$ cat src/rtl/sida_pkg.sv
// ----------------------------------------------------------------------------
// sida_pkg
// Types and constants shared by the signed integer to decimal text block.
// ----------------------------------------------------------------------------
`default_nettype none

package sida_pkg;

  localparam int unsigned BIN_W           = 32;
  localparam int unsigned NUM_DIGITS      = 10;
  localparam int unsigned DIGIT_W         = 4;
  localparam int unsigned BCD_W           = NUM_DIGITS * DIGIT_W;
  localparam int unsigned NUM_STAGES      = 4;
  localparam int unsigned STEPS_PER_STAGE = BIN_W / NUM_STAGES;

  localparam logic [7:0] CHAR_ZERO  = 8'd48;
  localparam logic [7:0] CHAR_MINUS = 8'd45;

  localparam logic [DIGIT_W-1:0] DIGIT_ADJ_MIN = 4'd5;
  localparam logic [DIGIT_W-1:0] DIGIT_ADJ     = 4'd3;

  typedef logic [DIGIT_W-1:0] digit_t;

  typedef struct packed {
    logic             neg;
    logic [BIN_W-1:0] bin;
    logic [BCD_W-1:0] bcd;
  } dab_t;

endpackage : sida_pkg

`default_nettype wire

$ cat src/rtl/sida_dabble.sv
// ----------------------------------------------------------------------------
// sida_dabble
// One pipeline stage of the binary to BCD conversion: eight shift-and-adjust
// steps, a data register with its valid bit, and stall handling.
// ----------------------------------------------------------------------------
`default_nettype none

module sida_dabble
  import sida_pkg::*;
(
  input  wire logic clk,
  input  wire logic rst_n,
  input  wire logic up_vld,
  input  wire dab_t up_data,
  output logic      up_rdy,
  input  wire logic dn_rdy,
  output logic      vld_r,
  output dab_t      data_r
);

  dab_t data_nxt;

  always_comb begin
    logic [BCD_W-1:0] bcd;
    logic [BIN_W-1:0] bin;
    bcd = up_data.bcd;
    bin = up_data.bin;
    for (int s = 0; s < int'(STEPS_PER_STAGE); s++) begin
      for (int d = 0; d < int'(NUM_DIGITS); d++) begin
        if (bcd[d*DIGIT_W +: DIGIT_W] >= DIGIT_ADJ_MIN) begin
          bcd[d*DIGIT_W +: DIGIT_W] = bcd[d*DIGIT_W +: DIGIT_W] + DIGIT_ADJ;
        end
      end
      {bcd, bin} = {bcd[BCD_W-2:0], bin, 1'b0};
    end
    data_nxt.neg = up_data.neg;
    data_nxt.bin = bin;
    data_nxt.bcd = bcd;
  end

  assign up_rdy = !vld_r || dn_rdy;

  always_ff @(posedge clk) begin
    if (!rst_n) begin
      vld_r <= 1'b0;
    end else if (up_rdy) begin
      vld_r <= up_vld;
    end
  end

  always_ff @(posedge clk) begin
    if (up_rdy && up_vld) begin
      data_r <= data_nxt;
    end
  end

endmodule : sida_dabble

`default_nettype wire

$ cat src/rtl/signed_int_to_decimal_ascii.sv
// Data path: entry register, dabble stages, serializer, output register.
// Throughput: one character per cycle; a number is 1 to 11 characters
// (sign plus digits), sent by the character serializer at the output.
// The converter pipeline is 5 stages deep and buffers numbers while the
// serializer works; busy rises when it is full. The receiver cannot stall.
// Reset clears all valid bits and the serializer; no clearing pass.
// ----------------------------------------------------------------------------
// signed_int_to_decimal_ascii
// Formats a signed 32-bit word as decimal ASCII text, one character a cycle.
// ----------------------------------------------------------------------------
`default_nettype none

module signed_int_to_decimal_ascii
  import sida_pkg::*;
(
  input  wire logic               clk,
  input  wire logic               rst_n,
  input  wire logic               start,
  output logic                    busy,
  input  wire logic signed [31:0] in_value,
  output logic                    out_valid,
  output logic             [7:0]  out_char_code,
  output logic                    out_last_char
);

  // entry stage: sign and magnitude
  logic             vld0_r;
  dab_t             data0_r;
  dab_t             data0_nxt;
  logic             rdy0;
  logic [BIN_W-1:0] val_u;

  logic             stg_vld [NUM_STAGES+1];
  dab_t             stg_data[NUM_STAGES+1];
  logic             stg_rdy [NUM_STAGES+1];

  // serializer
  logic                 act_r, act_nxt;
  logic                 sign_r, sign_nxt;
  logic [DIGIT_W-1:0]   idx_r, idx_nxt;
  digit_t               dig_r[NUM_DIGITS];
  logic [DIGIT_W-1:0]   lead;
  logic                 ser_free;
  logic                 ser_load;
  logic                 ov_nxt, ol_nxt;
  logic [7:0]           oc_nxt;
  logic                 out_valid_r, out_last_char_r;
  logic [7:0]           out_char_code_r;

  assign val_u         = $unsigned(in_value);
  assign data0_nxt.neg = val_u[BIN_W-1];
  assign data0_nxt.bin = val_u[BIN_W-1] ? (~val_u + 1'b1) : val_u;
  assign data0_nxt.bcd = '0;

  assign rdy0 = !vld0_r || stg_rdy[0];
  assign busy = !rdy0;

  always_ff @(posedge clk) begin
    if (!rst_n) begin
      vld0_r <= 1'b0;
    end else if (rdy0) begin
      vld0_r <= start;
    end
  end

  always_ff @(posedge clk) begin
    if (rdy0 && start) begin
      data0_r <= data0_nxt;
    end
  end

  assign stg_vld[0]  = vld0_r;
  assign stg_data[0] = data0_r;

  for (genvar g = 0; g < NUM_STAGES; g++) begin : g_dab
    sida_dabble u_dab (
      .clk     (clk),
      .rst_n   (rst_n),
      .up_vld  (stg_vld[g]),
      .up_data (stg_data[g]),
      .up_rdy  (stg_rdy[g]),
      .dn_rdy  (stg_rdy[g+1]),
      .vld_r   (stg_vld[g+1]),
      .data_r  (stg_data[g+1])
    );
  end

  assign ser_free           = !act_r || (!sign_r && idx_r == '0);
  assign stg_rdy[NUM_STAGES] = ser_free;
  assign ser_load           = ser_free && stg_vld[NUM_STAGES];

  always_comb begin
    lead = '0;
    for (int d = 0; d < int'(NUM_DIGITS); d++) begin
      if (stg_data[NUM_STAGES].bcd[d*DIGIT_W +: DIGIT_W] != '0) begin
        lead = DIGIT_W'(d);
      end
    end
  end

  always_comb begin
    act_nxt  = act_r;
    sign_nxt = sign_r;
    idx_nxt  = idx_r;
    ov_nxt   = 1'b0;
    oc_nxt   = out_char_code_r;
    ol_nxt   = 1'b0;
    if (act_r) begin
      ov_nxt = 1'b1;
      if (sign_r) begin
        oc_nxt   = CHAR_MINUS;
        sign_nxt = 1'b0;
      end else begin
        oc_nxt = CHAR_ZERO + {4'b0000, dig_r[idx_r]};
        ol_nxt = (idx_r == '0);
        if (idx_r == '0) begin
          act_nxt = 1'b0;
        end else begin
          idx_nxt = idx_r - 1'b1;
        end
      end
    end
    if (ser_load) begin
      act_nxt  = 1'b1;
      sign_nxt = stg_data[NUM_STAGES].neg;
      idx_nxt  = lead;
    end
  end

  always_ff @(posedge clk) begin
    if (!rst_n) begin
      act_r       <= 1'b0;
      sign_r      <= 1'b0;
      idx_r       <= '0;
      out_valid_r <= 1'b0;
    end else begin
      act_r       <= act_nxt;
      sign_r      <= sign_nxt;
      idx_r       <= idx_nxt;
      out_valid_r <= ov_nxt;
    end
  end

  always_ff @(posedge clk) begin
    out_char_code_r <= oc_nxt;
    out_last_char_r <= ol_nxt;
    if (ser_load) begin
      for (int d = 0; d < int'(NUM_DIGITS); d++) begin
        dig_r[d] <= stg_data[NUM_STAGES].bcd[d*DIGIT_W +: DIGIT_W];
      end
    end
  end

  assign out_valid     = out_valid_r;
  assign out_char_code = out_char_code_r;
  assign out_last_char = out_last_char_r;

`ifndef SYNTHESIS
  a_char_legal: assert property (@(posedge clk) disable iff (!rst_n)
    out_valid |-> (out_char_code == CHAR_MINUS ||
                   (out_char_code >= CHAR_ZERO && out_char_code <= CHAR_ZERO + 8'd9)))
    else $error("illegal character code");

  a_sign_not_last: assert property (@(posedge clk) disable iff (!rst_n)
    (out_valid && out_char_code == CHAR_MINUS) |-> !out_last_char)
    else $error("minus sign marked as last word");

  a_sign_first: assert property (@(posedge clk) disable iff (!rst_n)
    (act_r && sign_r) |=> (out_valid && out_char_code == CHAR_MINUS))
    else $error("pending sign not sent");

  a_hold_last_stage: assert property (@(posedge clk) disable iff (!rst_n)
    (stg_vld[NUM_STAGES] && !ser_free) |=> stg_vld[NUM_STAGES])
    else $error("stalled number dropped");
`endif

endmodule : signed_int_to_decimal_ascii

`default_nettype wire
$ cat config.mk
export PLATFORM = sky130hd
export DESIGN_NAME = signed_int_to_decimal_ascii
export DESIGN_NICKNAME = d
export VERILOG_FILES = /design/src/rtl/sida_pkg.sv /design/src/rtl/sida_dabble.sv /design/src/rtl/signed_int_to_decimal_ascii.sv
export SDC_FILE = /design/constraint.sdc
export NUM_CORES = 1
export LEC_CHECK = 0
export BUFFER_PORTS_ARGS = -buffer_cell sky130_fd_sc_hd__buf_2
export CAP_MARGIN = 20
export CORE_MARGIN = 4
export CORE_UTILIZATION = 45
export CTS_BUF_LIST = sky130_fd_sc_hd__clkbuf_16
export DETAILED_ROUTE_END_ITERATION = 10
export PLACE_DENSITY = 0.61
export SLEW_MARGIN = 30
export SYNTH_ARGS = -nofsm -noshare
export SYNTH_HDL_FRONTEND = slang
export SYNTH_SLANG_ARGS = --single-unit
$ cat constraint.sdc
create_clock -name clk -period 7.87 [get_ports clk]
set_input_delay 0.3935 -clock clk [delete_from_list [all_inputs] [get_ports clk]]
set_output_delay 0.3935 -clock clk [all_outputs]
set_load 0.05 [all_outputs]
==> results.json <==
{
  "clock_latency_ns": 0.59,
  "drtIter0Drc": 1446,
  "cts_max_path_buffers": 3,
  "drc_errors": 0,
  "clock-sinks": 249,
  "final_common_cell": "nor2_1",
  "max_slew_margin": 0.368,
  "gp_congestion": 0.843,
  "muxShareOfSynthArea": 0.0720,
  "ys_seq_area_frac": 0.264,
  "hold_viol": 0,
  "critPathRequiredTime_ns": 8.28,
  "yosysWarnings": 0,
  "maxSlewViolCount": 0,
  "synth_compound_area_frac": 0.290,
  "n_antenna_cell": 0,
  "post_synth_xor_area_fraction": 0.0590,
  "grt.total_usage": 0.171,
  "critical_path.max_fanout": 6,
  "grt_pass1_wl_um": 102000,
  "area_delta_synth_final_pct": 7.46,
  "vias_per_cell": 5.91,
  "io_pins": 46,
  "grt_max_degree": 46,
  "die_h_um": 256,
  "ant_nets": 0,
  "synth_top_area_share": 0.251,
  "yosys.area.top_type": "edfxtp_1",
  "timing.final.crit_share": 0.935,
  "dp_hpwl_um": 45800,
  "setup_violations": 0,
  "syn_area_sq_um": 27700,
  "synth_edf_count": 232,
  "max_stage_delay_ns": 0.48,
  "crit_path_top_delay_cell": "xnor3_1",
  "utilization": 0.491,
  "die_w_um": 256,
  "cp_top_family": "simple AND/OR/NAND/NOR gates",
  "cts-root-buf": "clkbuf_16",
  "synthSimpleGateAreaFrac": 0.200,
  "dr.pass1.iters": 5,
  "worst_slew_pin_slew_ns": 0.944,
  "synth_adder_area_share": 0.0670,
  "final_area_sq_um": 29800,
  "placed_area_sq_um": 28700,
  "die-area_sq_um": 65600,
  "min_path_type": "primary input to flip-flop",
  "nets": 3519,
  "mostFrequentLayoutCells": "306 x nor2_1, 272 x nand2_1, 232 x edfxtp_1, 225 x a21oi_1, 225 x o21ai_0",
  "maxCapViolations": 0,
  "path_clk_slew_ns": 0.07,
  "layout-drive-gt1-share": 0.115,
  "routed_wirelength_um": 59000,
  "htreeDepth": 1,
  "synth_top_family_by_area": "compound AO/OA/AOI/OAI gates",
  "grt_overflow_total": 0,
  "synth_cells": 3346,
  "endpoint_kind": "flip-flop",
  "clock.fmax_mhz": 136,
  "ys_seq_elements": 249,
  "cp_common_cell": "ha_1",
  "cts-buffers-inserted": 29,
  "period_minus_slack_ns": 7.36,
  "io_buffer_count": 42,
  "wl_per_cell_um": 14.2,
  "synth_area_leaders": "edfxtp_1 25%, ha_1 6.5%, nor2_1 4.1%, a21oi_1 4.1%, o21ai_0 4.1%",
  "fp-row-count": 90,
  "crit_arrival_ns": 7.77,
  "async_flop_share": 0,
  "path_class": "flip-flop to flip-flop",
  "start_util": 0.457,
  "ys.flop_type": "edfxtp_1",
  "antenna_found_initial": 0,
  "synth.avg_cell_area_sq_um": 8.28,
  "synth_cell_types": 138,
  "critPathLaunchType": "flip-flop",
  "cts_tree": "built",
  "dr_total_vias": 24500,
  "worst-path-buf-inv": 1,
  "skew_ns": 0.0293,
  "grt_pass1_vias": 22800,
  "regToRegSetupSlack_ns": 0.51,
  "coreArea_sq_um": 60700,
  "status": "complete, no violations"
}
==> cell families (layout without fill, tap and decap cells) <==
logic type      Yosys count  after routing
compound gates         1165           1165
simple gates           1116           1116
buf+inv                 327            342
flops                   249            249
mux                     175            175
xor+xnor                163            163
fa+ha+maj               149            149
other cells               2              3
==> worst reg2reg max path, delay by kind of cell (launching register included) <==
family	cells	cell delay, ns
AO/OA/AOI/OAI	9	1.45
AND/OR/NAND/NOR	9	1.92
XOR/XNOR	4	0.98
flip-flops	1	0.46
multiplexers	3	1.04
adder cells (fa/ha/maj)	5	1.28
buffers and inverters	1	0.07
==> sequential cells by signal, indices dropped and copies added, names as in the netlist, named ones only <==
register,count
idx_r,4
g_dab.u_dab.vld_r,4
out_char_code,5
data0_r,33
out_last_char,1
out_valid,1
g_dab.u_dab.data_r,154
vld0_r,1
dig_r,40
act_r,1
sign_r,1
==> per-stage QoR <==
step,cells,setup TNS (ns),hold WS (ns),worst slack (ns)
6_report,4144,0,0.0432,0.510
5_1_grt,4144,-0.0399,0.0137,-0.0304
4_1_cts,4142,0,0.00140,0.157
3_5_place_dp,4088,0,0.405,0.245
3_3_place_gp,4085,0,0.403,0.535
2_1_floorplan,3347,0,0.400,1.02
==> synth_stat cells, drive strengths merged (31+ instances only) <==
cell    count
edfxtp    232
o21a       39
o211ai     61
nor2b      35
nand2b     75
a21o       53
and2       57
a211oi     53
a31oi      57
or2        40
o22ai      38
or3        35
ha        145
mux2       66
nor2      310
inv       227
xnor2     128
nand3      86
nor3       74
nand2     274
a21oi     243
mux2i     100
o31ai      32
clkbuf     67
o21ai     288
a21boi     31
xor2       33
==> layer usage <==
metal	part of all wire	track usage	vias to the layer above
met4	0.024	0.0436	0
met5	0	0	-
met2	0.50	0.314	363
met3	0.029	0.0175	89
li1	-	-	12600
met1	0.45	0.215	11500
==> final cells by class <==
| class | instances | area (sq um) |
|---|---|---|
| Clock buffer | 29 | 726 |
| Fill cell | 5665 | 30900 |
| Clock inverter | 25 | 238 |
| Timing Repair Buffer | 58 | 390 |
| Multi-Input combinational cell | 2771 | 19300 |
| Tap cell | 782 | 978 |
| Sequential cell | 249 | 7310 |
| Inverter | 230 | 876 |
==> final timing paths <==
check | depth (start not counted) | from | endpoint
setup / recovery | 31 | g_dab[1].u_dab.data_r[16]$_DFFE_PP_ | g_dab[2].u_dab.data_r[26]$_DFFE_PP_
hold reg to reg | 0 | data0_r[59]$_DFFE_PP_ | g_dab[0].u_dab.data_r[67]$_DFFE_PP_
setup reg to reg | 31 | g_dab[1].u_dab.data_r[16]$_DFFE_PP_ | g_dab[2].u_dab.data_r[26]$_DFFE_PP_
hold / removal | 1 | in_value[0] | data0_r[40]$_DFFE_PP_
==> what timing repair did <==
item                                    CTS  global route
hold buffers                              0             0
resized for setup                         0            18
endpoints found under the setup margin    0            23
buffers inserted                          0             1
Power is not shown: default switching activity piles up to over one toggle a cycle in this logic, so the estimate is an artifact.
